## src/rtl/fem_pkg.sv

```systemverilog
// shared constants, types and helpers for the filename extension matcher
`timescale 1ns / 1ps
`default_nettype none

package fem_pkg;

   localparam int unsigned MAX_EXT_LEN_DEFAULT = 8;
   localparam int unsigned LEN_W  = 4;
   localparam int unsigned EXT_W  = 64;
   localparam int unsigned DATA_W = 64;
   localparam int unsigned ADDR_W = 5;
   localparam int unsigned IDX_W  = 16;

   localparam logic [7:0] CH_SLASH = 8'h2f;
   localparam logic [7:0] CH_DOT   = 8'h2e;

   localparam logic [1:0] REG_EXT_BYTES  = 2'd0;
   localparam logic [1:0] REG_EXT_LENGTH = 2'd1;
   localparam logic [1:0] REG_FULL_MODE  = 2'd2;

   typedef struct packed {
      logic len_ok;
      logic full_ok;
   } fem_track_type;

   typedef struct packed {
      logic             selected;
      logic [IDX_W-1:0] string_index;
   } fem_rsp_type;

   function automatic logic [7:0] ext_char(input logic [EXT_W-1:0] bytes,
                                           input logic [2:0] idx);
      ext_char = bytes[{idx, 3'b000} +: 8];
   endfunction

endpackage

`default_nettype wire

```

## src/rtl/fem_cell.sv

```systemverilog
// one byte cell of the tail window: holds a byte and checks the byte shifting in
`timescale 1ns / 1ps
`default_nettype none

module fem_cell #(
   parameter int unsigned POS = 0
) (
   input  wire logic                      clock,
   input  wire logic                      shift_en,
   input  wire logic [7:0]                byte_in,
   input  wire logic [fem_pkg::EXT_W-1:0] ext_bytes,
   input  wire logic [fem_pkg::LEN_W-1:0] ext_length,
   output logic [7:0]                     byte_out,
   output logic                           hit
);

   localparam logic [fem_pkg::LEN_W-1:0] POS_L = fem_pkg::LEN_W'(POS);

   logic [7:0]                byte_ff;
   logic [7:0]                byte_in_nxt;
   logic [fem_pkg::LEN_W-1:0] char_pos;

   assign char_pos    = ext_length - POS_L - fem_pkg::LEN_W'(1);
   assign byte_in_nxt = shift_en ? byte_in : byte_ff;

   always_comb begin
      if (POS_L < ext_length) begin
         hit = (byte_in == fem_pkg::ext_char(ext_bytes, char_pos[2:0]));
      end else if (POS_L == ext_length) begin
         hit = (byte_in == fem_pkg::CH_DOT);
      end else begin
         hit = 1'b1;
      end
   end

   always_ff @(posedge clock) begin
      byte_ff <= byte_in_nxt;
   end

   assign byte_out = byte_ff;

endmodule

`default_nettype wire

```

## src/rtl/fem_tracker.sv

```systemverilog
// per-string length and basename extension tracking
`timescale 1ns / 1ps
`default_nettype none

module fem_tracker #(
   parameter int unsigned MAX_EXT_LEN = fem_pkg::MAX_EXT_LEN_DEFAULT
) (
   input  wire logic                      clock,
   input  wire logic                      reset,
   input  wire logic                      take,
   input  wire logic                      finish,
   input  wire logic [7:0]                ch,
   input  wire logic [fem_pkg::EXT_W-1:0] ext_bytes,
   input  wire logic [fem_pkg::LEN_W-1:0] ext_length,
   output fem_pkg::fem_track_type         track
);

   localparam logic [fem_pkg::LEN_W-1:0] MAX_L = fem_pkg::LEN_W'(MAX_EXT_LEN);
   localparam logic [fem_pkg::LEN_W-1:0] SAT   = '1;

   logic [fem_pkg::LEN_W-1:0] length_seen_ff, length_seen_in, length_upd;
   logic                      in_extension_ff, in_extension_in, in_ext_upd;
   logic [fem_pkg::LEN_W-1:0] ext_count_ff, ext_count_in, count_upd;
   logic                      ext_mismatch_ff, ext_mismatch_in, mismatch_upd;

   always_comb begin
      length_upd   = (length_seen_ff == SAT) ? SAT : length_seen_ff + fem_pkg::LEN_W'(1);
      in_ext_upd   = in_extension_ff;
      count_upd    = ext_count_ff;
      mismatch_upd = ext_mismatch_ff;
      if (ch == fem_pkg::CH_SLASH) begin
         in_ext_upd   = 1'b0;
         count_upd    = '0;
         mismatch_upd = 1'b0;
      end else if (!in_extension_ff) begin
         if (ch == fem_pkg::CH_DOT) begin
            in_ext_upd   = 1'b1;
            count_upd    = '0;
            mismatch_upd = 1'b0;
         end
      end else begin
         if (ext_count_ff >= ext_length || ext_count_ff >= MAX_L ||
             ch != fem_pkg::ext_char(ext_bytes, ext_count_ff[2:0])) begin
            mismatch_upd = 1'b1;
         end
         if (ext_count_ff != SAT) begin
            count_upd = ext_count_ff + fem_pkg::LEN_W'(1);
         end
      end
   end

   // verdict looks at the state after the final byte
   assign track.len_ok  = (length_upd > ext_length);
   assign track.full_ok = in_ext_upd && !mismatch_upd && (count_upd == ext_length);

   always_comb begin
      length_seen_in  = length_seen_ff;
      in_extension_in = in_extension_ff;
      ext_count_in    = ext_count_ff;
      ext_mismatch_in = ext_mismatch_ff;
      if (finish) begin
         length_seen_in  = '0;
         in_extension_in = 1'b0;
         ext_count_in    = '0;
         ext_mismatch_in = 1'b0;
      end else if (take) begin
         length_seen_in  = length_upd;
         in_extension_in = in_ext_upd;
         ext_count_in    = count_upd;
         ext_mismatch_in = mismatch_upd;
      end
   end

   always_ff @(posedge clock) begin
      if (reset) begin
         length_seen_ff  <= '0;
         in_extension_ff <= 1'b0;
         ext_count_ff    <= '0;
         ext_mismatch_ff <= 1'b0;
      end else begin
         length_seen_ff  <= length_seen_in;
         in_extension_ff <= in_extension_in;
         ext_count_ff    <= ext_count_in;
         ext_mismatch_ff <= ext_mismatch_in;
      end
   end

endmodule

`default_nettype wire

```

## src/rtl/filename_extension_matcher.sv

```systemverilog
// top level of the filename extension matcher
`timescale 1ns / 1ps
`default_nettype none

// Path strings come in one byte per transaction and each string gets one
// verdict on its last byte (or on a single transaction flagged empty), carrying
// its running string index. A byte is taken every cycle while req_ready is
// high: each byte shifts through a row of MAX_EXT_LEN+1 compare cells while a
// small tracker follows the basename extension, so the verdict is ready in the
// cycle its last byte arrives and is then registered. The result port has an
// output register plus one skid entry, so bytes keep flowing while one verdict
// waits; input stalls only when both are full. Registers sit at byte address
// 0 (ext_bytes), 8 (ext_length) and 16 (full_mode). The user must write them
// only while the block is idle; the block itself does not enforce this.
module filename_extension_matcher #(
   parameter int unsigned MAX_EXT_LEN = fem_pkg::MAX_EXT_LEN_DEFAULT
) (
   input  wire logic                       clock,
   input  wire logic                       reset,
   input  wire logic                       req_valid,
   output logic                            req_ready,
   input  wire logic [7:0]                 req_ch,
   input  wire logic                       req_last_char,
   input  wire logic                       req_empty_string,
   input  wire logic                       req_eligible,
   output logic                            rsp_valid,
   input  wire logic                       rsp_ready,
   output logic                            rsp_selected,
   output logic [fem_pkg::IDX_W-1:0]       rsp_string_index,
   input  wire logic                       psel,
   input  wire logic                       penable,
   input  wire logic                       pwrite,
   input  wire logic [fem_pkg::ADDR_W-1:0] paddr,
   input  wire logic [fem_pkg::DATA_W-1:0] pwdata,
   output logic [fem_pkg::DATA_W-1:0]      prdata,
   output logic                            pready
);

   localparam logic [fem_pkg::LEN_W-1:0] MAX_L = fem_pkg::LEN_W'(MAX_EXT_LEN);

   // register file
   logic [fem_pkg::EXT_W-1:0] ext_bytes_ff;
   logic [fem_pkg::LEN_W-1:0] ext_length_ff;
   logic                      full_mode_ff;
   logic                      csr_write;
   logic [1:0]                csr_reg;

   assign pready    = 1'b1;
   assign csr_write = psel && penable && pwrite && pready;
   assign csr_reg   = paddr[4:3];

   always_ff @(posedge clock) begin
      if (reset) begin
         ext_bytes_ff  <= '0;
         ext_length_ff <= '0;
         full_mode_ff  <= 1'b1;
      end else if (csr_write) begin
         case (csr_reg)
            fem_pkg::REG_EXT_BYTES:  ext_bytes_ff  <= pwdata;
            fem_pkg::REG_EXT_LENGTH: ext_length_ff <= pwdata[fem_pkg::LEN_W-1:0];
            fem_pkg::REG_FULL_MODE:  full_mode_ff  <= pwdata[0];
            default: ;
         endcase
      end
   end

   always_comb begin
      case (csr_reg)
         fem_pkg::REG_EXT_BYTES:  prdata = ext_bytes_ff;
         fem_pkg::REG_EXT_LENGTH: prdata = fem_pkg::DATA_W'(ext_length_ff);
         fem_pkg::REG_FULL_MODE:  prdata = fem_pkg::DATA_W'(full_mode_ff);
         default:                 prdata = '0;
      endcase
   end

   // input side
   logic req_accept, take, finish;

   assign req_accept = req_valid && req_ready;
   assign take       = req_accept && !req_empty_string;
   assign finish     = req_accept && (req_last_char || req_empty_string);

   // tail window cells
   logic [7:0]           link [0:MAX_EXT_LEN];
   logic [MAX_EXT_LEN:0] hit;

   assign link[0] = req_ch;

   for (genvar k = 0; k <= MAX_EXT_LEN; k++) begin : g_cell
      if (k < MAX_EXT_LEN) begin : g_mid
         fem_cell #(.POS(k)) u_cell (
            .clock      (clock),
            .shift_en   (take),
            .byte_in    (link[k]),
            .ext_bytes  (ext_bytes_ff),
            .ext_length (ext_length_ff),
            .byte_out   (link[k+1]),
            .hit        (hit[k])
         );
      end else begin : g_end
         fem_cell #(.POS(k)) u_cell (
            .clock      (clock),
            .shift_en   (take),
            .byte_in    (link[k]),
            .ext_bytes  (ext_bytes_ff),
            .ext_length (ext_length_ff),
            .byte_out   (),
            .hit        (hit[k])
         );
      end
   end

   fem_pkg::fem_track_type track;

   fem_tracker #(.MAX_EXT_LEN(MAX_EXT_LEN)) u_tracker (
      .clock      (clock),
      .reset      (reset),
      .take       (take),
      .finish     (finish),
      .ch         (req_ch),
      .ext_bytes  (ext_bytes_ff),
      .ext_length (ext_length_ff),
      .track      (track)
   );

   // verdict
   logic                          match;
   logic [fem_pkg::IDX_W-1:0]     string_counter_ff;
   fem_pkg::fem_rsp_type          rsp_new;

   assign match = (ext_length_ff <= MAX_L) && track.len_ok &&
                  (full_mode_ff ? track.full_ok : (&hit));

   assign rsp_new.selected     = !req_empty_string && req_eligible && match;
   assign rsp_new.string_index = string_counter_ff;

   always_ff @(posedge clock) begin
      if (reset) begin
         string_counter_ff <= '0;
      end else if (finish) begin
         string_counter_ff <= string_counter_ff + fem_pkg::IDX_W'(1);
      end
   end

   // output register with skid entry
   logic                 out_valid_ff, out_valid_in;
   logic                 skid_valid_ff, skid_valid_in;
   fem_pkg::fem_rsp_type out_ff, out_in;
   fem_pkg::fem_rsp_type skid_ff, skid_in;
   logic                 out_free;

   assign req_ready = !skid_valid_ff;
   assign out_free  = !out_valid_ff || rsp_ready;

   always_comb begin
      out_valid_in  = out_valid_ff;
      skid_valid_in = skid_valid_ff;
      out_in        = out_ff;
      skid_in       = skid_ff;
      if (out_free) begin
         if (skid_valid_ff) begin
            out_valid_in  = 1'b1;
            out_in        = skid_ff;
            skid_valid_in = 1'b0;
         end else begin
            out_valid_in = finish;
            out_in       = rsp_new;
         end
      end else if (finish) begin
         skid_valid_in = 1'b1;
         skid_in       = rsp_new;
      end
   end

   always_ff @(posedge clock) begin
      if (reset) begin
         out_valid_ff  <= 1'b0;
         skid_valid_ff <= 1'b0;
      end else begin
         out_valid_ff  <= out_valid_in;
         skid_valid_ff <= skid_valid_in;
      end
   end

   always_ff @(posedge clock) begin
      out_ff  <= out_in;
      skid_ff <= skid_in;
   end

   assign rsp_valid        = out_valid_ff;
   assign rsp_selected     = out_ff.selected;
   assign rsp_string_index = out_ff.string_index;

endmodule

`default_nettype wire

```

## config.mk

```make
export PLATFORM = sky130hd
export DESIGN_NAME = filename_extension_matcher
export DESIGN_NICKNAME = d
export VERILOG_FILES = /design/src/rtl/fem_pkg.sv /design/src/rtl/fem_cell.sv /design/src/rtl/fem_tracker.sv /design/src/rtl/filename_extension_matcher.sv
export SDC_FILE = /design/constraint.sdc
export NUM_CORES = 1
export LEC_CHECK = 0
export ABC_AREA = 1
export ABC_CLOCK_PERIOD_IN_PS = 9400
export BUFFER_PORTS_ARGS = -buffer_cell sky130_fd_sc_hd__buf_2
export CAP_MARGIN = 5
export CORE_AREA = 2 2 168 170
export CTS_BUF_LIST = sky130_fd_sc_hd__clkbuf_16
export CTS_CLUSTER_SIZE = 25
export DETAILED_ROUTE_END_ITERATION = 10
export DIE_AREA = 0 0 170 172
export PLACE_DENSITY = 0.63
export SLEW_MARGIN = 10
export SYNTH_ARGS = -nofsm -noshare
export SYNTH_HDL_FRONTEND = slang
export SYNTH_SLANG_ARGS = --single-unit
```

## constraint.sdc

```tcl
create_clock -name clock -period 9.4 [get_ports clock]
set_clock_uncertainty 0.15 [all_clocks]
set_input_delay 0.47 -clock clock [delete_from_list [all_inputs] [get_ports clock]]
set_output_delay 0.47 -clock clock [all_outputs]
set_load 0.1 [all_outputs]
```

==> run_results.csv <==
group,metric,value,unit
layout,drive_above_1_share,0.116,
setup_path,cp_cell_sequence,"inv_2 -> buf_4 -> ha_1 -> inv_2 -> nand2_1 -> nand2_2 -> nand3_1 -> nand2_1 -> nand2_1 -> a21o_1 -> nand2_1 -> nand3_1 -> nor2_1 -> nor2_1 -> nor2_1 -> nand3_1 -> nand2_1 -> nand2_1 -> a21oi_1",
power,power.leakage,6.46,nW
timing,fin_crit_sh,0.505,
layout,fin_area,14200,um^2
power,power.share.sequential,0.477,
routing,drc,0,
routing,postRouteWirelength,46400,um
clocking,cts_tree,"built",
synth,synth_area,12600,um^2
synth,synth_cells,1901,
synth,synth-seq-area-share,0.386,
synth,yosys_warnings,0,
setup_path,crit_fanout,74,
clocking,cts_hold_buf,0,
timing,finalSetupTns,0,ns
layout,final_core_util,0.515,
synth,ys_async_sr_fraction,0,
die,io_pins,171,
die,die_area,29200,um^2
layout,nFillCells,2822,
clocking,root_buffer,"clkbuf_16",
timing,rsz0062_at_grt,"false",
die,start_util,0.460,
clocking,ctsResizeCount,0,
grt,grt_max_degree,113,
timing,setup_viol,0,
place,gp_congestion,1.05,
timing,fin_ws,4.66,ns
setup_path,criticalPathCategory,"reg2reg",
setup_path,cp.arrival,4.90,ns
routing,first_iter_violations,1725,
place,place_area,13600,um^2
power,p_sw_frac,0.319,
timing,fmax,0.211,GHz
routing,dr.pass1.iters,6,
setup_path,worst_path_most_repeated_cell,"nand2_1",
synth,ys_ff_latch,195,
place,io_buffer_count,166,
grt,overflow,0,
synth,synth_top_cell_area_share,0.233,
power,p_sw,0.637,mW
timing,min_period,4.74,ns
synth,ys.flop_type,"edfxtp_1",
grt,grt_util_all_layers,0.320,
clocking,htreeDepth,4,
clocking,cts_made_buffers,17,
setup_path,crit_slowest_cell,"dfxtp_2",
power,internal-power,1.36,mW
die,die_w,170,um
place,place_ws,4.87,ns
layout,final_cell_mix,"599 x nand2_1, 326 x nand3_1, 173 x inv_1, 166 x buf_2, 127 x nor2_1",
routing,wire_per_inst,19.6,um
synth,syn_avg_cell_area,6.65,um^2
power,p_clk_frac,0.364,
setup_path,start_kind,"flip-flop",
synth,synth-edff-count,98,
timing,hold_viol,0,
routing,route.vias.total,13500,
clocking,cts_buffer_depth,2,
die,rows,61,
timing,holdWs,0.103,ns
clocking,clk_pin_slew,0.08,ns
synth,synth_area_leaders,"edfxtp_1 23%, nand2_1 18%, dfxtp_1 15%, nand3_1 13%, inv_1 5.1%",
synth,yosysTopAreaCell,"edfxtp_1",
power,max-vdd-ir-drop,0.0000848,V
timing,finalMaxSlewViolations,0,
die,core,27500,um^2
routing,viasPerCell,5.68,
grt,grt_pass1_wl,69500,um
layout,area_delta_synth_final,11.9,%
flow_run,cap_violations,0,
power,comb_power_share,0.159,
clocking,clk_latency,0.46,ns
outcome,status,"complete, no violations",
clocking,cts_setup_buffers,0,
synth,syn_nets,2007,
synth,ys_types,44,
die,die_h,172,um
timing,tightest_slew,1.04,ns
layout,multi_input_area,6640,um^2
power,pwr_density_cell,141,nW/um^2
layout,final_common_cell,"nand2_1",
timing,slew_headroom,0.305,
setup_path,cp.required,9.56,ns
grt,grt_pass1_vias,11800,
hold_path,hp-class,"in2reg",
setup_path,worstSetupEndpointType,"flip-flop",
setup_path,slowest_delay,0.85,ns
clocking,cts.sinks,195,
layout,layout.nets,2115,
layout,seq_area,4890,um^2
routing,drtAntennaViolNets,0,
grt,antenna_found_initial,1,
place,dp_hpwl,35500,um
-- final timing paths --
check	startpoint	endpoint	slack, ns	cells after the start
hold reg to reg	string_counter_ff[15]	skid_ff[15]	0.28	0
hold / removal	req_ch[3]	g_cell[0].g_mid.u_cell.byte_out[3]	0.10	1
setup / recovery	ext_length_ff[0]	rsp_selected	4.66	19
setup reg to reg	ext_length_ff[0]	rsp_selected	4.66	19
-- layer usage --
layer	GRT usage	vias up	routed length, um
met3	0.0632	100	4500
met1	0.429	6166	19700
li1	-	6526	-
met2	0.500	659	20200
met5	0	-	0
met4	0.144	0	2050
-- sequential cells by signal, indices dropped and copies added (netlist names) --
register                      count
u_tracker.in_extension_ff         1
rsp_string_index                 16
string_counter_ff                16
u_tracker.ext_mismatch_ff         1
g_cell.g_mid.u_cell.byte_out     64
skid_valid_ff                     1
skid_ff                          17
u_tracker.length_seen_ff          4
ext_length_ff                     4
rsp_selected                      1
full_mode_ff                      1
ext_bytes_ff                     64
rsp_valid                         1
u_tracker.ext_count_ff            4
-- cells by family after synthesis --
kind of cell	after synthesis	share of synthesized area
buffers and inverters	274	0.0895
AOI/OAI and AO/OA	277	0.116
other	1	0.000296
DFF	195	0.386
and+or+nand+nor	1131	0.387
adders and majority gates	19	0.0188
xor gates and xnor gates	4	0.00277
-- worst max-delay path, delay by kind of cell, from the launching register on --
kind	cells	cell delay, ns
buffers and inverters	3	0.93
adders and majority gates	1	0.44
DFF	1	0.85
AOI/OAI and AO/OA	2	0.30
and+or+nand+nor	13	1.83
-- power groups by stage --
stage / Clock (mW) / Combinational (mW) / Sequential [mW]
finish: 0.726 / 0.317 / 0.951
global route: 0.766 / 0.348 / 0.953
CTS: 0.736 / 0.312 / 0.949
detailed placement: 0 / 0.311 / 0.969
global placement: 0 / 0.307 / 0.968
floorplan: 0 / 0.196 / 0.989
-- Yosys cell counts, drive strengths merged (2+ instances only) --
cell type,number
a21o,2
and2,5
xor2,4
a31oi,2
o22ai,4
dfxtp,97
nor3,15
nand3b,25
nand2,604
clkinv,4
nor2,131
o21a,4
nand3,327
a21oi,115
buf,50
o21ai,130
nor3b,3
ha,19
edfxtp,98
o211ai,14
inv,180
nor4,16
clkbuf,40
nand4,5
-- layout make-up --
cell class / count / share of cell area
Antenna cell: 1 / 0.000177
Inverter: 184 / 0.0490
Clock inverter: 15 / 0.0102
Tap cell: 346 / 0.0306
Timing Repair Buffer: 179 / 0.0656
Multi-Input combinational cell: 1432 / 0.469
Sequential cell: 195 / 0.345
Clock buffer: 17 / 0.0301
-- stage by stage --
step,total power [mW],cells
after floorplan,1.18,1901
after global placement,1.28,2336
after detailed placement,1.28,2336
after CTS,2.00,2368
after global routing,2.07,2369
final,1.99,2369
Note: power is estimated with default switching activity, not from simulation.
